<file path="src/rtl/fir_same_mode_convolution_macros.svh">
// Assertion macros for the FIR same-mode convolution block.
`ifndef FIR_SAME_MODE_CONVOLUTION_MACROS_SVH
`define FIR_SAME_MODE_CONVOLUTION_MACROS_SVH
`ifndef SYNTHESIS
// same-cycle implication, clocked on clk, off while rst_n is low
`define FSMC_ASSERT(label, ante, cons) \
    label: assert property (@(posedge clk) disable iff (!rst_n) (ante) |-> (cons)) \
        else $error("fsmc: same-cycle check failed");
// next-cycle implication
`define FSMC_ASSERT_NEXT(label, ante, cons) \
    label: assert property (@(posedge clk) disable iff (!rst_n) (ante) |=> (cons)) \
        else $error("fsmc: next-cycle check failed");
`else
`define FSMC_ASSERT(label, ante, cons)
`define FSMC_ASSERT_NEXT(label, ante, cons)
`endif
`endif

</file>
<file path="src/rtl/fsmc_pkg.sv">
// Shared types and constants for the FIR same-mode convolution block.
package fsmc_pkg;

    localparam int VALUE_W = 16;
    localparam int IDX_W   = 4;
    localparam int OUT_W   = 16;
    localparam int QDEPTH  = 4;
    localparam int QPTR_W  = 2;
    localparam int QCNT_W  = 3;

    // item kinds held in the queue
    localparam logic KIND_TAP    = 1'b0;
    localparam logic KIND_SAMPLE = 1'b1;

    // one queued beat
    typedef struct packed {
        logic               kind;
        logic [IDX_W-1:0]   idx;
        logic [VALUE_W-1:0] value;
        logic               last;
    } fsmc_item_t;

    // tag that travels alongside the arithmetic pipeline
    typedef struct packed {
        logic valid;
        logic eob;
    } fsmc_tag_t;

endpackage

</file>
<file path="src/rtl/fsmc_front.sv">
// Front end: takes input beats, tags them by kind and holds them in a short queue.
module fsmc_front #(
    parameter int TAPS = 15
) (
    input  logic                                clk,
    input  logic                                rst_n,
    input  logic                                item_valid,
    output logic                                item_stall,
    input  logic                                func,
    input  logic [fsmc_pkg::IDX_W-1:0]          tap_index,
    input  logic signed [fsmc_pkg::VALUE_W-1:0] value,
    input  logic                                last,
    input  logic                                pop,
    output logic                                q_valid,
    output fsmc_pkg::fsmc_item_t                q_item
);
    import fsmc_pkg::*;

    fsmc_item_t         mem_reg [QDEPTH];
    logic [QPTR_W-1:0]  wr_ptr_reg;
    logic [QPTR_W-1:0]  rd_ptr_reg;
    logic [QCNT_W-1:0]  count_reg;
    logic [QCNT_W-1:0]  count_next;
    fsmc_item_t         entry;
    logic               keep;
    logic               push;
    logic               do_pop;

    // classify: tap loads beyond the tap count are dropped here
    always_comb
    begin
        entry.kind  = func ? KIND_SAMPLE : KIND_TAP;
        entry.idx   = tap_index;
        entry.value = value;
        entry.last  = last;
        keep        = func || (int'(tap_index) < TAPS);
    end

    assign item_stall = (count_reg == QCNT_W'(QDEPTH));
    assign push       = item_valid && !item_stall && keep;
    assign do_pop     = pop && q_valid;
    assign q_valid    = (count_reg != '0);
    assign q_item     = mem_reg[rd_ptr_reg];

    // occupancy
    always_comb
    begin
        count_next = count_reg;
        if (push && !do_pop)
        begin
            count_next = count_reg + 1'b1;
        end
        else if (!push && do_pop)
        begin
            count_next = count_reg - 1'b1;
        end
    end

    always_ff @(posedge clk or negedge rst_n)
    begin
        if (!rst_n)
        begin
            wr_ptr_reg <= '0;
            rd_ptr_reg <= '0;
            count_reg  <= '0;
        end
        else
        begin
            count_reg <= count_next;
            if (push)
            begin
                wr_ptr_reg <= wr_ptr_reg + 1'b1;
            end
            if (do_pop)
            begin
                rd_ptr_reg <= rd_ptr_reg + 1'b1;
            end
        end
    end

    // queue storage
    always_ff @(posedge clk)
    begin
        if (push)
        begin
            mem_reg[wr_ptr_reg] <= entry;
        end
    end

endmodule

</file>
<file path="config.mk">
export PLATFORM = sky130hd
export DESIGN_NAME = fsmc_front
export DESIGN_NICKNAME = d
export VERILOG_FILES = /design/src/rtl/fir_same_mode_convolution_macros.svh /design/src/rtl/fsmc_pkg.sv /design/src/rtl/fsmc_front.sv
export SDC_FILE = /design/constraint.sdc
export NUM_CORES = 1
export LEC_CHECK = 0
export BUFFER_PORTS_ARGS = -buffer_cell sky130_fd_sc_hd__buf_4
export CAP_MARGIN = 10
export CORE_ASPECT_RATIO = 0.9
export CORE_MARGIN = 2
export CORE_UTILIZATION = 40
export DETAILED_ROUTE_END_ITERATION = 10
export PLACE_DENSITY_LB_ADDON = 0.12
export SLEW_MARGIN = 20
export SYNTH_ARGS = -nofsm -noshare
export SYNTH_HDL_FRONTEND = slang
export SYNTH_SLANG_ARGS = --single-unit
</file>
<file path="constraint.sdc">
create_clock -name clk -period 2.8 [get_ports clk]
set_input_delay 0.14 -clock clk [delete_from_list [all_inputs] [get_ports clk]]
set_output_delay 0.14 -clock clk [all_outputs]
set_load 0.005 [all_outputs]
</file>
# --- Word-level counts from Yosys, hierarchy flattened ---
# Memories as Yosys holds them, arrays and structs flattened.
# Cells that the tools add are included.
word_totals:
  out_inout_bits: 24
  register_bits: 7
  memories: 1
  word_cells: 26
  mem_bits_rw: 88
classes:
  eq_ne: 1
  n_lt_le_gt_ge: 1
  muxes: 5
  reduce_logical: 11
  add_sub_neg: 4
mem_list:
  columns: ["memory", "words", "word_bits", "rd", "rd_ports_with_merged_regs", "wr", "line_no", "text"]
  rows:
  - ["mem_reg", 4, 22, 1, 0, 1, "fsmc_front.sv:19", "fsmc_item_t mem_reg [QDEPTH];"]
op_table:
  columns: ["cell", "n"]
  rows:
  - ["3-bit 2-to-1 mux", 2]
  - ["1-bit logical AND", 5]
  - ["2-bit by 1-bit adder with 2-bit output (second input constant)", 2]
  - ["4-bit less-than comparator (second input constant)", 1]
  - ["3-bit by 1-bit adder with 3-bit output (second input constant)", 1]
  - ["3-bit equality test (second input constant)", 1]
  - ["1-bit zero test", 3]
  - ["1-bit 2-to-1 mux", 3]
  - ["3-bit nonzero test", 1]
  - ["3-bit by 1-bit subtractor with 3-bit output (second input constant)", 1]
  - ["2-bit nonzero test", 1]
  - ["1-bit logical OR", 1]

# --- Depth between registers and ports, before layout ---
depth:
  depth_word: 8
  mapped_depth: 8

# --- Worst setup path before layout ---
# OpenSTA, ideal clock, no wires.
synth_path:
  path_kind: "register to register"
  startpoint: "register count_reg[0]"
  endpoint: "register count_reg[2]"
  path_slack_ns: 0.775
  setup_time_ns: 0.079
  stages_incl_launch_ff: 9
  arrival_time_ns: 1.946
  path_cell_list: "dfrtp_1 or3_1 nand2_1 ha_1 inv_1 fa_1 xor2_1 nor2_1 xor2_1"
synth_between:
  elab_cells_between_ends: 15
synth_rtl:
  columns: ["item", "line_no", "text"]
  rows:
  - ["start, declared", "fsmc_front.sv:22", "logic [QCNT_W-1:0] count_reg;"]
  - ["start signal, assigned", "fsmc_front.sv:69", "count_reg <= count_next;"]
  - ["3-bit nonzero test (*)", "fsmc_front.sv:42", "assign q_valid = (count_reg != '0);"]
  - ["net q_valid", "fsmc_front.sv:14", "output logic q_valid,"]
  - ["1-bit logical AND (*)", "fsmc_front.sv:41", "assign do_pop = pop && q_valid;"]
  - ["1-bit zero test", "fsmc_front.sv:49", "if (push && !do_pop)"]
  - ["1-bit logical AND", "fsmc_front.sv:49", null]
  - ["3-bit 2-to-1 mux or 2-bit nonzero test (tied branches)", null, null]
# The timed path passes the listed nets; every way through them passes the cells marked *. The select of a mux whose other input is x is not followed.
# A chain may end at the register's enable or synchronous reset.

# --- Worst setup path after layout ---
layout_path:
  startpoint: "input port tap_index[3] in the netlist's numbering"
  endpoint: "register count_reg[2]"
layout_between:
  elab_chain_len: 6
  elab_cells_between_ends: 8
layout_rtl:
  columns: ["item", "line_no", "text"]
  rows:
  - ["start, declared", "fsmc_front.sv:10", "input logic [fsmc_pkg::IDX_W-1:0] tap_index,"]
  - ["4-bit less-than comparator (*)", "fsmc_front.sv:36", "keep = func || (int'(tap_index) < TAPS);"]
  - ["1-bit logical OR (*)", "fsmc_front.sv:36", null]
  - ["1-bit logical AND (*)", "fsmc_front.sv:40", "assign push = item_valid && !item_stall && keep;"]
  - ["net push", "fsmc_front.sv:26", "logic push;"]
  - ["1-bit zero test", "fsmc_front.sv:53", "else if (!push && do_pop)"]
  - ["1-bit logical AND", "fsmc_front.sv:53", null]
  - ["2-bit nonzero test (no line)", null, null]
# The timed path passes the listed nets; every way through them passes the cells marked *.

==> summary.md <==
| Metric | Value |
|---|---|
| Status | `finished clean` |
| Ys async rst share | `roughly 7.4%` |
| Min cycle time layout | `2.32 ns` |
| TritonRoute pass-1 iters | `4` |
| CP max-delay cell | `dlygate4sd3_1` |
| Initial Util | `between 40% and 50%` |
| Rel. slew slack | `55.1%` |
| Crit start category | `primary input` |
| Final Hold Fails | `0` |
| Die footprint | `0.00992 sq mm` |
| Seq/Total Area, Yosys | `77.1%` |
| Number of synthesized flops with an enable pin | `88` |
| Max cap viols | `0` |
| Port Buf Inserts | `slightly below 50` |
| Fraction of layout cells with a size suffix above 1 | `between 30% and 40%` |
| Initial antenna violation count | `0` |
| Later-pin clock latency in the skew report | `0.35 ns` |
| Critical Path AT | `2.59 ns` |
| Clock buffer depth | `2` |
| TNS Setup | `0 ns` |
| Critical-path maximum fanout | `7` |
| F_max | `about 0.43 GHz` |
| Gate Count Post-Synth | `roughly 150` |
| Most frequent cells in the layout | `88 x edfxtp_1, 52 x buf_4, 23 x dlygate4sd3_1` |
| Syn_area_per_cell | `24.2 sq um` |
| Synthesis Warnings | `0` |
| Vias in the first global route | `approximately 1.9k` |
| Die height | `94.7 microns` |
| CP startpoint | `tap_index[3]` |
| Worst-Margin Slew | `roughly 0.67 ns` |
| Via density | `between 4 and 5` |
| Most common cell after layout, fill and taps aside | `edfxtp_1` |
| # diodes | `0` |
| Crit end category | `flip-flop` |
| Area growth syn-to-layout | `24.5%` |
| Clock skew | `0.0104 ns` |
| Fin. max-slew vios | `0` |
| CTS resizes | `0` |
| # DRC | `0` |
| Unrepaired setup endpoints after global routing | `false` |
| Hpwl dp | `3960 microns` |
| R2R Path Start | `count_reg[2]` |
| 1st-iter DRT viols | `82` |
| Ports | `50` |
| Syn Std Cell Area | `between 0.003 and 0.004 sq mm` |
| Post-synth net total | `183` |
| Core area | `0.00900 sq mm` |
| Final cell count without fillers | `359` |
| Rows | `33` |
| CTS Root Cell | `clkbuf_8` |
| DR vias | `1723` |
| Total CTS buffers | `9` |
| H-tree depth | `3` |
| Largest net degree at the start of global routing | `23` |
| Main synth FF type | `edfxtp_1` |
| Final period util | `82.8%` |
| Worst hold path type | `in2reg` |
| Die Width | `105 microns` |
| Unique masters post-synth | `21` |
| HP Start | `pop` |
| CP Data Required Time | `3.07 ns` |
| Antenna viol nets, final | `0` |
| CP max stage delay | `approximately 0.54 ns` |
| Gr usage total | `13.9%` |
| Endpoints failing setup | `0` |
| Final nets | `264` |
| Routability cong. | `between 0.6 and 0.7` |
| First-pass GRT wire length | `9860 microns` |
| Remaining Overflow, GRT | `0` |
| WS Path Type | `in2reg` |
| Leakage | `around 1.6 nW` |
| Clock tree sinks | `95` |
| Critical path's most frequent cell | `xor2_1` |
| Number of synthesized register bits | `95` |
| Pwr per Cell Area | `915 mW/mm^2` |
| Critical path, cell by cell | `dlygate4sd3_1 > buf_4 > and4b_4 > a211oi_4 > ha_1 > inv_1 > fa_1 > xor2_1 > nor2_1 > xor2_1` |
| Peak supply drop | `~450 uV` |
| CTS tree | `done` |
| Placed Instances | `320` |
| Post-Route WL | `6430 microns` |
| Max reg flops | `88` |
| Clk slew on worst S/H paths | `0.09 ns` |
| Wirelength per Cell | `17.9 microns` |
per-stage QoR:
stage	worst slack, ns	util [%]	instance area (sq um)	hold slack, ns	total power, W
2_1_floorplan	0.775	-	3650	-0.156	0.00284
3_3_place_gp	0.742	46.1	4150	-0.0433	0.00339
3_5_place_dp	0.570	46.1	4150	-0.0404	0.00345
4_1_cts	0.466	50.4	4540	0.00564	0.00424
5_1_grt	0.324	50.6	4550	0.0910	0.00439
6_report	0.483	50.6	4550	0.0982	0.00417
cell type report:
class	count	area (sq um)
fillers	756	4450
flip-flops and latches	95	2820
multi-input cells	47	778
repair buffers	75	621
well taps	122	153
clock buffers	11	131
clock inverters	5	35.0
inverters	4	15.0
path summary, 6_finish.rpt:
check | endpoint | slack [ns] | cells past startpoint
worst max-delay path | count_reg[2] | 0.48 | 10
worst min-delay path | rd_ptr_reg[1] | 0.1 | 3
worst max register to register | count_reg[2] | 0.59 | 8
worst min register to register | count_reg[2] | 0.53 | 1
max in group asynchronous | count_reg[0] | 2.55 | 2
min in group asynchronous | wr_ptr_reg[1] | 0.13 | 2
critical path, delay by kind of cell:
kind | cells | cell delay [ns]
AND/OR/NAND/NOR | 2 | 0.34
XOR/XNOR | 2 | 0.36
AO/OA/AOI/OAI | 1 | 0.38
buffers and inverters | 3 | 0.76
adder cells (fa/ha/maj) | 2 | 0.62
per-layer routing:
layer  GRT usage, %  routed length (microns)  share of wire [%]
met1           16.7                     2810                 44
met2           24.2                     3270                 51
met4           6.33                      139                2.2
met3           3.17                      207                3.2
met5              0                        0                  0
cell families (layout without fill, tap and decap cells):
group,count (synthesis),count (layout),share of synthesized area [%]
buffers and inverters,9,95,1.61
XOR/XNOR,6,6,1.44
multiplexers,24,24,15.0
AND/OR/NAND/NOR,10,10,2.05
AO/OA/AOI/OAI,1,1,0.548
flip-flops,95,95,77.1
adder cells (fa/ha/maj),6,6,2.26
timing repair:
action,4_1_cts,5_1_grt
hold endpoints to repair,88,2
setup endpoints to repair,0,0
setup buffers,0,0
hold buffers,22,1
where the power goes:
group,internal (W),total [W],switching [W],leakage (nW)
logic,0.000769,0.00139,0.000621,0.642
clock network,0.000321,0.000766,0.000444,0.0716
registers,0.00188,0.00201,0.000126,0.887
total,0.00297,0.00417,0.00119,1.60
Yosys cell counts, types with 2 or more instances:
library cell	instances	area share, %
dfrtp_1	7	4.8
mux4_1	7	5.0
mux4_2	15	9.2
buf_2	2	0.27
xnor2_1	4	0.96
xor2_1	2	0.48
ha_1	5	1.7
edfxtp_1	88	72
and2_2	4	0.82
buf_6	3	0.92
inv_1	4	0.41
No activity file was read; power rests on OpenSTA's default activity.
