**src/rtl/fir_same_mode_convolution_macros.svh**
```systemverilog
// Assertion macros for the FIR same-mode convolution block.
`ifndef FIR_SAME_MODE_CONVOLUTION_MACROS_SVH
`define FIR_SAME_MODE_CONVOLUTION_MACROS_SVH
`ifndef SYNTHESIS
// same-cycle implication, clocked on clk, off while rst_n is low
`define FSMC_ASSERT(label, ante, cons) \
    label: assert property (@(posedge clk) disable iff (!rst_n) (ante) |-> (cons)) \
        else $error("fsmc: same-cycle check failed");
// next-cycle implication
`define FSMC_ASSERT_NEXT(label, ante, cons) \
    label: assert property (@(posedge clk) disable iff (!rst_n) (ante) |=> (cons)) \
        else $error("fsmc: next-cycle check failed");
`else
`define FSMC_ASSERT(label, ante, cons)
`define FSMC_ASSERT_NEXT(label, ante, cons)
`endif
`endif

```
**src/rtl/fsmc_pkg.sv**
```systemverilog
// Shared types and constants for the FIR same-mode convolution block.
package fsmc_pkg;

    localparam int VALUE_W = 16;
    localparam int IDX_W   = 4;
    localparam int OUT_W   = 16;
    localparam int QDEPTH  = 4;
    localparam int QPTR_W  = 2;
    localparam int QCNT_W  = 3;

    // item kinds held in the queue
    localparam logic KIND_TAP    = 1'b0;
    localparam logic KIND_SAMPLE = 1'b1;

    // one queued beat
    typedef struct packed {
        logic               kind;
        logic [IDX_W-1:0]   idx;
        logic [VALUE_W-1:0] value;
        logic               last;
    } fsmc_item_t;

    // tag that travels alongside the arithmetic pipeline
    typedef struct packed {
        logic valid;
        logic eob;
    } fsmc_tag_t;

endpackage

```
**src/rtl/fsmc_issue.sv**
```systemverilog
// Back-end sequencer: tap store, delay line, block position and flush steps.
module fsmc_issue #(
    parameter int TAPS        = 15,
    parameter int SAMPLE_BITS = 16,
    parameter int COEF_BITS   = 16
) (
    input  logic                          clk,
    input  logic                          rst_n,
    input  logic                          q_valid,
    input  fsmc_pkg::fsmc_item_t          q_item,
    output logic                          pop,
    output logic                          flushing,
    input  logic                          adv,
    output fsmc_pkg::fsmc_tag_t           tag,
    output logic signed [SAMPLE_BITS-1:0] dl [TAPS],
    output logic signed [COEF_BITS-1:0]   coef [TAPS]
);
    import fsmc_pkg::*;

    localparam int HALF  = TAPS / 2;
    localparam int CNT_W = (HALF > 0) ? $clog2(HALF + 1) : 1;
    localparam logic [CNT_W-1:0] HALF_C = CNT_W'(HALF);

    localparam logic ST_RUN   = 1'b0;
    localparam logic ST_FLUSH = 1'b1;

    logic                          state_reg;
    logic                          state_next;
    logic [CNT_W-1:0]              seen_reg;
    logic [CNT_W-1:0]              seen_next;
    logic [CNT_W-1:0]              pos_reg;
    logic [CNT_W-1:0]              pos_next;
    logic [CNT_W-1:0]              step_reg;
    logic [CNT_W-1:0]              step_next;
    fsmc_tag_t                     tag_reg;
    fsmc_tag_t                     tag_next;
    logic signed [SAMPLE_BITS-1:0] dl_reg [TAPS];
    logic signed [COEF_BITS-1:0]   coef_reg [TAPS];
    logic                          shift;
    logic signed [SAMPLE_BITS-1:0] shift_val;
    logic                          tap_wr;
    logic signed [SAMPLE_BITS-1:0] sample_val;
    logic signed [COEF_BITS-1:0]   coef_val;

    // the 16-bit field widens with zeros or keeps its low bits
    assign sample_val = SAMPLE_BITS'(q_item.value);
    assign coef_val   = COEF_BITS'(q_item.value);

    // sequencing: one queue beat or one flush step per advancing cycle
    always_comb
    begin
        pop        = 1'b0;
        shift      = 1'b0;
        shift_val  = '0;
        tap_wr     = 1'b0;
        tag_next   = '0;
        state_next = state_reg;
        seen_next  = seen_reg;
        pos_next   = pos_reg;
        step_next  = step_reg;
        case (state_reg)
            ST_RUN:
            begin
                if (q_valid && adv)
                begin
                    pop = 1'b1;
                    if (q_item.kind == KIND_SAMPLE)
                    begin
                        shift          = 1'b1;
                        shift_val      = sample_val;
                        tag_next.valid = (seen_reg == HALF_C);
                        if (seen_reg != HALF_C)
                        begin
                            seen_next = seen_reg + 1'b1;
                        end
                        if (q_item.last)
                        begin
                            seen_next = '0;
                            if (HALF == 0)
                            begin
                                tag_next.eob = 1'b1;
                            end
                            else
                            begin
                                state_next = ST_FLUSH;
                                step_next  = CNT_W'(1);
                                pos_next   = seen_reg;
                            end
                        end
                    end
                    else
                    begin
                        tap_wr = 1'b1;
                    end
                end
            end
            ST_FLUSH:
            begin
                if (adv)
                begin
                    shift          = 1'b1;
                    tag_next.valid = ({1'b0, step_reg} + {1'b0, pos_reg}) >= {1'b0, HALF_C};
                    if (step_reg == HALF_C)
                    begin
                        tag_next.eob = 1'b1;
                        state_next   = ST_RUN;
                    end
                    else
                    begin
                        step_next = step_reg + 1'b1;
                    end
                end
            end
            default:
            begin
                state_next = ST_RUN;
            end
        endcase
    end

    // control and stored state; the delay line needs no clearing at block end,
    // since the zeros of the flush fill every slot a later output still reads
    always_ff @(posedge clk or negedge rst_n)
    begin
        if (!rst_n)
        begin
            state_reg <= ST_RUN;
            seen_reg  <= '0;
            pos_reg   <= '0;
            step_reg  <= '0;
            tag_reg   <= '0;
            for (int i = 0; i < TAPS; i++)
            begin
                dl_reg[i]   <= '0;
                coef_reg[i] <= '0;
            end
        end
        else
        begin
            state_reg <= state_next;
            seen_reg  <= seen_next;
            pos_reg   <= pos_next;
            step_reg  <= step_next;
            if (adv)
            begin
                tag_reg <= tag_next;
            end
            if (shift)
            begin
                dl_reg[0] <= shift_val;
                for (int i = 1; i < TAPS; i++)
                begin
                    dl_reg[i] <= dl_reg[i-1];
                end
            end
            for (int i = 0; i < TAPS; i++)
            begin
                if (tap_wr && (int'(q_item.idx) == i))
                begin
                    coef_reg[i] <= coef_val;
                end
            end
        end
    end

    assign tag      = tag_reg;
    assign dl       = dl_reg;
    assign coef     = coef_reg;
    assign flushing = (state_reg == ST_FLUSH);

endmodule

```
**config.mk**
```make
export PLATFORM = sky130hd
export DESIGN_NAME = fsmc_issue
export DESIGN_NICKNAME = d
export VERILOG_FILES = /design/src/rtl/fir_same_mode_convolution_macros.svh /design/src/rtl/fsmc_pkg.sv /design/src/rtl/fsmc_issue.sv
export SDC_FILE = /design/constraint.sdc
export NUM_CORES = 1
export LEC_CHECK = 0
export BUFFER_PORTS_ARGS = -buffer_cell sky130_fd_sc_hd__buf_2
export CAP_MARGIN = 10
export CORE_AREA = 2 2 196 198
export CTS_BUF_LIST = sky130_fd_sc_hd__clkbuf_4 sky130_fd_sc_hd__clkbuf_8 sky130_fd_sc_hd__clkbuf_16
export DETAILED_ROUTE_END_ITERATION = 8
export DIE_AREA = 0 0 198 200
export GPL_ROUTABILITY_DRIVEN = 0
export PLACE_DENSITY = 0.76
export SYNTH_ARGS = -nofsm -noshare
export SYNTH_HDL_FRONTEND = slang
export SYNTH_SLANG_ARGS = --single-unit
```
**constraint.sdc**
```tcl
create_clock -name clk -period 5.8 [get_ports clk]
set_input_delay 0.58 -clock clk [delete_from_list [all_inputs] [get_ports clk]]
set_output_delay 0.58 -clock clk [all_outputs]
set_load 0.01 [all_outputs]
```
Word level (Yosys, flattened, before mapping)
Cells that the tools add are included.

Add/sub/neg operators: 3. Order comparisons: 1. Equal/unequal tests: 22. Mux-type cells: 31. Bitwise operators: 1. Reduce and logical (&&, ||, !) cells: 21.

Operator list (count): 16-bit 2-to-1 mux (3); 4-bit equality test (second input constant) (8); 3-bit 2-to-1 mux (7); 1-bit 2-to-1 mux (17); 4-bit by 3-bit equality test with 1-bit output (second input constant) (4); 1-bit logical AND (16); 2-bit != test (second input constant) (5); 4-bit by 2-bit equality test with 1-bit output (second input constant) (2); 4-bit AND reduction (2); 3-bit by 1-bit adder with 3-bit output (second input constant) (2); 3-bit equality test (second input constant) (2); 1-bit case mux with 2 select lines (3); 3-bit case mux with 2 select lines (1); 5-bit AND reduction (1); 3-bit by 3-bit adder with 4-bit output (1); 4-bit by 3-bit greater-or-equal comparator with 1-bit output (second input constant) (1); 4-bit zero test (1); 3-bit != test (second input constant) (1); 2-bit nonzero test (1); 1-bit inverter (1).

Register bits after elaboration: 492. Bits of input ports: 26. Output and inout port bits: 484. Word-level logic and storage cells: 115.

Depth between registers and ports, before layout
Gate-level depths: netlist (run 1).

Depth after elaboration: 4. Mapped depth: 7.

Worst setup path before layout (run 1)
OpenSTA, ideal clock, no wires.

Path type: input -> register. Start: in q_item[21] (netlist name). End: reg coef_reg, in the netlist coef[229]. Arrival time: 1.942 ns. Data required time: 5.673 ns. Setup slack: 3.730 ns. Stages on the path: 5. Path buffers: 1. Path through: nand4bb_4 or3_4 nor3_4 buf_6 mux2_1.

Longest elaborated chain between the ends: 4.

RTL lines: start, declared (RTL line fsmc_issue.sv:10) `input fsmc_pkg::fsmc_item_t q_item,`; 1-bit 2-to-1 mux (RTL line fsmc_issue.sv:67) `if (q_item.kind == KIND_SAMPLE)`; 1-bit 2-to-1 mux (RTL line fsmc_issue.sv:64) `if (q_valid && adv)`; 1-bit 2-to-1 mux (RTL line fsmc_issue.sv:61) `case (state_reg)`; 1-bit logical AND (RTL line fsmc_issue.sv:158) `if (tap_wr && (int'(q_item.idx) == i))`; end signal, assigned by index (RTL line fsmc_issue.sv:160) `coef_reg[i] <= coef_val;`; end, declared (RTL line fsmc_issue.sv:38) `logic signed [COEF_BITS-1:0] coef_reg [TAPS];`.

Every way passes these cells. A chain may end at the register's enable or synchronous reset.

Worst setup path in the final report (run 1)
Start: reg state_reg (netlist: flushing). End: reg coef_reg, in the netlist coef[24].

Longest elaborated chain between the ends: 2.

RTL lines: start, declared (RTL line fsmc_issue.sv:27) `logic state_reg;`; start signal, assigned (RTL line fsmc_issue.sv:140) `state_reg <= state_next;`; 1-bit 2-to-1 mux (RTL line fsmc_issue.sv:61); 1-bit logical AND (RTL line fsmc_issue.sv:158).

Every way passes these cells.

==> flow_metrics.py, run 1 <==
metrics = {
    "layout": {
        "area_growth_pct": 24.86,
        "final_cell_mix": "buf_2, dfrtp_1, mux2_2",
        "final_common_cell": "buf_2",
        "stdcell_count": 2162,
        "drive_gt1_frac": 0.6463,
        "antenna_cells": 0,
        "fin_area_mm2": 0.02317,
        "nets": 1651,
    },
    "clock_network": {
        "cts_hold_buffers": 0,
        "clockBufferDepth": 3,
        "cts_root_buffer": "clkbuf_16",
        "cts.clk_slew.worst_paths_ns": 0.06,
        "cts_resized": 0,
        "clk-insertion-delay-late_ns": 0.58,
        "post_cts_buffers": 0,
        "cts_sinks": 492,
        "cts_buffers": 49,
        "cts-htree-levels": 2,
        "cts_tree": "yes",
    },
    "placement": {
        "port_buffers": 509,
        "dp_hpwl_um": 33940,
        "dpl.cell_count": 2077,
        "post-place-ws_ns": 3.134,
        "dpl_cell_area_mm2": 0.02154,
    },
    "synth": {
        "synth_edf_count": 0,
        "synth_top_area_cell": "dfrtp_1",
        "async_flop_share": 1.000,
        "yosys_warnings": 0,
        "synthFlopType": "dfrtp_1",
        "synth_nets": 1151,
        "synth_area_per_cell_um2": 16.61,
        "ys_seq_elements": 492,
        "synth_cell_types": 38,
        "synth.area.top_cells": "dfrtp_1, mux2_2, buf_2, a22o_1, mux2_1",
        "syn_inst": 1117,
        "synth_area_mm2": 0.01856,
        "ys_seq_area_frac": 0.6635,
        "yosysTopAreaCellShare": 0.6635,
    },
    "floorplan": {
        "dieWidth_um": 198,
        "io_pins": 510,
        "row_count": 71,
        "coreArea_mm2": 0.03740,
        "start_util": 0.4962,
        "die_h_um": 200,
        "dieArea_mm2": 0.03960,
    },
    "timing": {
        "fmax_mhz": 407.1,
        "min_period_over_period": 0.4236,
        "layout_setup_ws_ns": 3.343,
        "worst_pin_slew_ns": 1.035,
        "finalHoldViolCount": 0,
        "fin_crit_ns": 2.457,
        "skew_ns": 0.02192,
        "setup_viol": 0,
        "setup_tns_ns": 0,
        "slew_headroom": 0.3089,
        "rsz0062_at_grt": "no",
        "maxSlewViolCount": 0,
    },
    "global_route": {
        "grt.total_usage": 0.2447,
        "grt_pass1_vias": 11890,
        "antenna_found_initial": 0,
        "grt_pass1_wl_um": 72970,
        "grt_overflow": 0,
        "grt_max_degree": 165,
    },
    "routing": {
        "num_vias": 11430,
        "viasPerCell": 5.289,
        "first_iter_violations": 412,
        "wl_per_cell_um": 22.48,
        "drt_wl_total_um": 48600,
        "drc": 0,
        "drtPass1Iterations": 4,
        "ant_nets": 0,
    },
    "worst_setup_path": {
        "critPathMaxFanout": 16,
        "endpoint_kind": "register",
        "cp.required_ns": 6.28,
        "worstPathArrival_ns": 2.93,
        "start_kind": "register",
        "setup.worst_path.class": "reg2reg",
    },
    "hold_path": {
        "hold_path_class": "in2async",
    },
    "power_and_ir_drop": {
        "p_per_area_mw_per_mm2": 483.5,
        "peakVddDrop_mv": 0.2663,
        "power_leakage_nw": 13.02,
    },
    "job": {
        "drv_cap": 0,
    },
    "status": {
        "outcome": "completed",
    },
}
[stage by stage]
stage          total power, mW  utilization  hold WS, ns
2_1_floorplan            6.540            -       0.2844
3_3_place_gp             7.959       0.5759       0.4637
3_5_place_dp             8.082       0.5759       0.4742
4_1_cts                  11.31       0.6195      0.08681
5_1_grt                  11.78       0.6195       0.1234
6_report                 11.20       0.6195      0.06291
[worst max-delay path, cell delays in order, from the launching register on]
cell,delay [ns]
dfrtp_1,0.52
nand4bb_4,0.31
nor3b_2,0.30
and3_1,0.78
mux2_2,0.42
[routing by layer]
layer | vias to the layer above | track usage | part of all wire
li1 | 4981 | - | -
met1 | 5924 | 0.2831 | 0.38
met2 | 429 | 0.4098 | 0.49
met3 | 100 | 0.09694 | 0.097
met4 | 0 | 0.09858 | 0.038
met5 | - | 0 | 0
[cell usage after synthesis, types with 4 or more instances]
cell type    n
dfrtp_1    492
mux2_2     457
buf_2       34
clkbuf_1    27
a22o_1      18
nand2_1     17
mux2_1      10
ha_1         7
a21oi_1      5
nand3_1      5
nor2b_1      4
o21ai_0      4
[cells by family (layout without fill, tap and decap cells)]
group / after synthesis / count (layout) / synth area share
and+or+nand+nor: 49 / 49 / 0.01679
buffers and inverters: 68 / 602 / 0.01713
adders and majority gates: 8 / 8 / 0.005798
AOI/OAI and AO/OA: 31 / 31 / 0.01241
xor gates and xnor gates: 1 / 1 / 0.0004721
DFF: 492 / 492 / 0.6635
muxes: 468 / 468 / 0.2839
[path summary, 6_finish.rpt]
path / slack [ns] / start / depth (start not counted) / end
max: 3.34 / flushing / 4 / coef[24]
min: 0.06 / rst_n / 1 / dl[3]
max reg2reg: 3.34 / flushing / 4 / coef[24]
min reg2reg: 0.49 / coef[238] / 1 / coef[238]
max in group asynchronous: 4.32 / rst_n / 2 / dl[102]
min in group clk: 0.29 / q_item[0] / 2 / seen_reg[1]
[cell type report]
class                   count  area [µm²]
fillers                  2821       14230
clock inverters            10       142.6
well taps                 511       639.4
flip-flops and latches    492       12310
repair buffers            515        2640
inverters                   2       7.507
clock buffers              75        1488
multi-input cells         557        5941
[where the power goes]
part | internal, mW | switching (mW) | total [mW]
Sequential | 4.36 | 0.675 | 5.04
Clock | 1.90 | 1.30 | 3.21
Combinational | 1.45 | 1.50 | 2.96
Total | 7.72 | 3.48 | 11.2
No activity file was read; power rests on OpenSTA's default activity.
==> run 2, diff against run 1 <==
- ABC_AREA: unset -> 1
- CORE_AREA: 2 2 196 198 -> unset
- CORE_UTILIZATION: unset -> 50
- DIE_AREA: 0 0 198 200 -> unset
- clock period: 5.8 -> 2.3 ns (I/O delays scaled with it)
==> run 2 against run 1 <==
Maximum frequency rose by 22%. Final cell count rose by 49%. Critical path type unchanged. Final area rose by 5.2%. Wire length rose by 29%. Via count rose by 53%.
==> flow_metrics.py, run 2 <==
metrics = {
    "layout": {
        "final_common_cell": "nand2_1",
        "final_core_util": 0.6304,
        "fillers": 3160,
        "drive_gt1_frac": 0.2442,
        "nets": 2692,
        "final_cell_mix": "nand2_1, buf_2, dfrtp_1",
        "area_growth_pct": 24.60,
    },
    "synth": {
        "yosysTopAreaCellShare": 0.6296,
        "ys_seq_area_frac": 0.6296,
        "synthFlopType": "dfrtp_1",
        "synth_area_mm2": 0.01955,
        "synthSimpleGateAreaFrac": 0.3126,
        "synth_common_cells": "nand2_1, dfrtp_1, nand3_1, clkbuf_1, buf_2",
        "synth_top_area_cell": "dfrtp_1",
        "async_flop_share": 1.000,
        "muxShareOfSynthArea": 0,
        "synth_nets": 2242,
        "synth.area.top_cells": "dfrtp_1, nand2_1, nand3_1, clkbuf_1, buf_2",
        "syn_inst": 2208,
        "synthAdderAreaFrac": 0.005503,
        "synth_compound_area_frac": 0.01030,
        "synth_edf_count": 0,
        "yosys_warnings": 0,
        "synth_xor_area_frac": 0,
        "synth.most_common_cell": "nand2_1",
        "synth_top_family_by_area": "simple AND/OR/NAND/NOR gates",
        "ys_seq_elements": 492,
        "synth_cell_types": 22,
        "synth_area_per_cell_um2": 8.856,
    },
    "clock_network": {
        "post_cts_buffers": 0,
        "cts_tree": "yes",
        "cts_sinks": 492,
        "cts-htree-levels": 2,
        "clockBufferDepth": 3,
        "cts_buffers": 50,
        "cts.clk_slew.worst_paths_ns": 0.07,
        "cts_root_buffer": "clkbuf_16",
        "cts_resized": 0,
        "clk-insertion-delay-late_ns": 0.58,
        "cts_hold_buffers": 3,
    },
    "floorplan": {
        "die_h_um": 199.8,
        "coreArea_mm2": 0.03865,
        "dieArea_mm2": 0.03990,
        "start_util": 0.5060,
        "row_count": 72,
        "dieWidth_um": 199.8,
        "io_pins": 510,
    },
    "power_and_ir_drop": {
        "power_leakage_nw": 14.77,
        "combPwrFrac": 0.181,
        "p_seq_frac": 0.464,
        "p_clk_frac": 0.355,
        "total_power_mw": 23.41,
        "power.switching_mw": 7.156,
        "p_int_mw": 16.25,
        "switching_share": 0.3057,
        "peakVddDrop_mv": 0.6121,
        "p_per_area_mw_per_mm2": 960.6,
    },
    "routing": {
        "first_iter_violations": 1290,
        "num_vias": 17490,
        "ant_nets": 0,
        "wl_per_cell_um": 19.50,
        "viasPerCell": 5.434,
        "drc": 0,
        "drtPass1Iterations": 5,
        "drt_wl_total_um": 62770,
    },
    "worst_setup_path": {
        "endpoint_kind": "register",
        "crit_chain": "inv_2 -> nand3_1 -> nor2_4 -> buf_12 -> buf_4 -> nand3_1 -> nand2_1",
        "start_kind": "register",
        "cpPeakStageDelay_ns": 0.47,
        "crit_cells": 7,
        "cp.required_ns": 2.82,
        "cp_common_cell": "nand3_1",
        "ff2ff_path_depth": 7,
        "setup.worst_path.class": "reg2reg",
        "critPathTopFamily": "buffers and inverters",
        "worstPathArrival_ns": 2.54,
        "critPathMaxFanout": 63,
        "slowest_stage": "dfrtp_1",
        "worstPathBufferInverterCount": 3,
    },
    "timing": {
        "min_period_over_period": 0.8775,
        "maxSlewViolCount": 0,
        "rsz0062_at_grt": "no",
        "finalHoldViolCount": 0,
        "fmax_mhz": 495.5,
        "worst_pin_slew_ns": 0.6707,
        "slew_headroom": 0.5529,
        "setup_tns_ns": 0,
        "setup_viol": 0,
        "skew_ns": 0.02544,
        "fin_crit_ns": 2.018,
    },
    "global_route": {
        "grt_max_degree": 126,
        "grt_pass1_wl_um": 94330,
        "grt_overflow": 0,
        "grt.total_usage": 0.3096,
        "antenna_found_initial": 4,
        "grt_pass1_vias": 16450,
    },
    "placement": {
        "port_buffers": 509,
        "dp_hpwl_um": 41950,
    },
    "job": {
        "drv_cap": 0,
    },
    "status": {
        "outcome": "completed",
    },
    "hold_path": {
        "holdPathStages": 5,
        "hold_path_class": "in2reg",
    },
}
[run 2: logic make-up (layout without fill, tap and decap cells)]
| family | Yosys count | after routing |
|---|---|---|
| AO/OA/AOI/OAI | 39 | 39 |
| adder cells (fa/ha/maj) | 8 | 8 |
| buffers and inverters | 198 | 685 |
| flip-flops | 492 | 492 |
| other | 0 | 5 |
| AND/OR/NAND/NOR | 1471 | 1471 |
[run 2: area by class of cell]
class,instances,area [µm²],area share
Clock buffer,74,1518,0.06229
Antenna cell,5,12.51,0.0005135
Multi-Input combinational cell,1518,6452,0.2648
Inverter,31,116.4,0.004776
Timing Repair Buffer,565,3148,0.1292
Clock inverter,15,157.7,0.006470
Sequential cell,492,12310,0.5053
Tap cell,518,648.1,0.02660
[run 2: path summary, 6_finish.rpt]
kind,to,start,slack [ns]
worst min-delay path,tag[1],q_valid,0.1
worst max register to register,coef[231],flushing,0.28
worst min register to register,coef[174],coef[174],0.47
worst max-delay path,coef[231],flushing,0.28
max in group asynchronous,dl[57],rst_n,1.15
min in group asynchronous,dl[50],rst_n,0.22
[run 2: worst register-to-register path: cells and delay by family (launching register included)]
kind / cells / cell delay (ns)
flip-flops: 1 / 0.47
buffers and inverters: 3 / 0.90
AND/OR/NAND/NOR: 4 / 0.59
[run 2: power groups by stage]
stage                     logic (mW)  registers [mW]  clock network (mW)
final                           4.24            10.9                8.30
after global routing            4.75            11.0                8.73
after CTS                       4.26            10.9                8.40
after detailed placement        4.24            11.0                   0
after global placement          4.15            11.0                   0
after floorplan                 1.61            11.3                   0
[run 2: metal layers]
| layer | share of wire | wire (µm) | up-vias | GRT usage |
|---|---|---|---|---|
| li1 | - | - | 7949 | - |
| met1 | 0.39 | 24170 | 8540 | 0.3932 |
| met2 | 0.47 | 29570 | 859 | 0.4882 |
| met3 | 0.11 | 6615 | 140 | 0.09392 |
| met4 | 0.038 | 2410 | 0 | 0.1425 |
| met5 | 0 | 0 | - | 0 |
[run 2: per-stage QoR]
stage	instances	hold slack, ns	cell area [µm²]	worst slack, ns
CTS	3213	0.06151	24350	0.3177
floorplan	2208	-0.06559	19550	0.7413
detailed placement	3121	0.2294	22650	0.3581
global route	3217	0.09763	24360	0.1041
global placement	3121	0.2374	22650	0.4259
finish	3218	0.09814	24360	0.2816
==> run 3, diff against run 2 <==
- ABC_AREA: 1 -> unset
- CORE_AREA: unset -> 2 2 196 198
- CORE_UTILIZATION: 50 -> unset
- DIE_AREA: unset -> 0 0 198 200
==> run 3 against run 2 <==
Clock power is essentially flat. Critical path depth did not move. First-iteration DRC count decreased by 75%. Final cell count fell by 32%. Clock-buffer cell count stayed put. Sequential share of layout area up 1.4 points. Die area decreased by 0.76%. Global-route usage shrank 6.2 points. Sequential power up 17%. Maximum frequency increased by 4.7%. Via count decreased by 33%. Critical endpoint is now coef[25].
==> flow_metrics.py, run 3 (synthesis gave the netlist of run 1 again) <==
metrics = {
    "worst_setup_path": {
        "r2r-end": "coef[25]",
        "worstPathArrival_ns": 2.38,
        "start_kind": "primary input",
        "endpoint_kind": "register",
        "cp.required_ns": 2.76,
        "ff2ff_path_depth": 5,
        "setup.worst_path.class": "in2reg",
        "r2r_slack_ns": 0.40,
        "r2r_start": "flushing",
        "critPathMaxFanout": 16,
    },
    "job": {
        "drv_cap": 0,
    },
    "routing": {
        "num_vias": 11680,
        "viasPerCell": 5.298,
        "ant_nets": 0,
        "first_iter_violations": 324,
        "drc": 0,
        "drt_wl_total_um": 49240,
        "drtPass1Iterations": 4,
        "wl_per_cell_um": 22.34,
    },
    "clock_network": {
        "cts-htree-levels": 2,
        "cts_root_buffer": "clkbuf_16",
        "cts_tree": "yes",
        "clk-insertion-delay-late_ns": 0.57,
        "clockBufferDepth": 3,
        "cts_sinks": 492,
        "cts.clk_slew.worst_paths_ns": 0.06,
        "cts_buffers": 49,
        "cts_resized": 0,
    },
    "floorplan": {
        "dieWidth_um": 198,
        "row_count": 71,
        "io_pins": 510,
        "dieArea_mm2": 0.03960,
        "die_h_um": 200,
        "coreArea_mm2": 0.03740,
        "start_util": 0.4962,
    },
    "placement": {
        "port_buffers": 509,
        "dpl_cell_area_mm2": 0.02196,
        "dp_hpwl_um": 35160,
    },
    "layout": {
        "area_growth_pct": 27.68,
        "drive_gt1_frac": 0.6533,
        "final_cell_mix": "buf_2, dfrtp_1, mux2_2",
        "nets": 1689,
        "final_common_cell": "buf_2",
        "antenna_cells": 0,
        "fin_area_mm2": 0.02369,
    },
    "timing": {
        "min_period_over_period": 0.8384,
        "slew_headroom": 0.6409,
        "holdWs_ns": 0.06542,
        "rsz0062_at_grt": "no",
        "setup_viol": 0,
        "skew_ns": 0.01481,
        "setup_tns_ns": 0,
        "finalHoldViolCount": 0,
        "fin_crit_ns": 1.928,
        "maxSlewViolCount": 0,
        "worst_pin_slew_ns": 0.5387,
        "fmax_mhz": 518.6,
    },
    "hold_path": {
        "hp-start": "adv",
        "holdPathStages": 2,
        "min_to": "tag[0]",
        "hold_path_class": "in2reg",
    },
    "global_route": {
        "antenna_found_initial": 0,
        "grt_pass1_vias": 12120,
        "grt_overflow": 0,
        "grt_max_degree": 56,
        "grt.total_usage": 0.2473,
        "grt_pass1_wl_um": 73770,
    },
    "status": {
        "outcome": "completed",
    },
    "power_and_ir_drop": {
        "power_leakage_nw": 13.31,
        "p_per_area_mw_per_mm2": 1208,
        "peakVddDrop_mv": 0.9313,
    },
}
run 3: worst max path at each step:
stage,start,to,slack (ns),depth (start not counted)
finish,q_item[21],coef[25],0.37,7
global route,flushing,coef[25],0.32,5
CTS,flushing,coef[25],0.40,5
detailed placement,adv,coef[108],0.35,6
global placement,adv,coef[108],0.40,6
floorplan,flushing,coef[229],0.26,6
run 3: critical path, stage by stage:
cell	delay [ns]
dlygate4sd3_1	0.55
buf_2	0.16
nand4bb_4	0.27
nor3b_2	0.29
and3_1	0.21
buf_4	0.28
mux2_2	0.38
run 3: cell type report:
cell class	count	area (µm²)
Fill cell	2769	13710
Sequential cell	492	12310
Multi-Input combinational cell	557	5941
Timing Repair Buffer	553	3095
Clock buffer	74	1508
Tap cell	511	639.4
Clock inverter	15	190.2
Inverter	2	7.507
run 3: through the flow:
stage	setup WS, ns	utilization	total power, mW	cells
2_1_floorplan	0.2624	-	16.49	1117
3_3_place_gp	0.3951	0.5873	20.22	2112
3_5_place_dp	0.3546	0.5873	20.51	2112
4_1_cts	0.3996	0.6335	28.90	2204
5_1_grt	0.3161	0.6335	30.04	2204
6_report	0.3716	0.6335	28.62	2204
run 3: report_power, final:
part | leakage, nW | internal (mW) | switching [mW]
clock network | 0.859 | 4.98 | 3.32
registers | 6.67 | 11.0 | 1.72
logic | 5.77 | 3.77 | 3.83
total | 13.3 | 19.8 | 8.87
run 3: repair_timing:
item                                    in CTS  in global routing
hold endpoints to repair                   121                  0
hold buffers                                 3                  0
endpoints found under the setup margin       0                  0
setup buffers                                0                  0
run 3: routing by layer:
layer,track usage,share of wire
met2,0.4203,0.50
met1,0.2964,0.38
met3,0.07779,0.086
met5,0,0
met4,0.09440,0.033
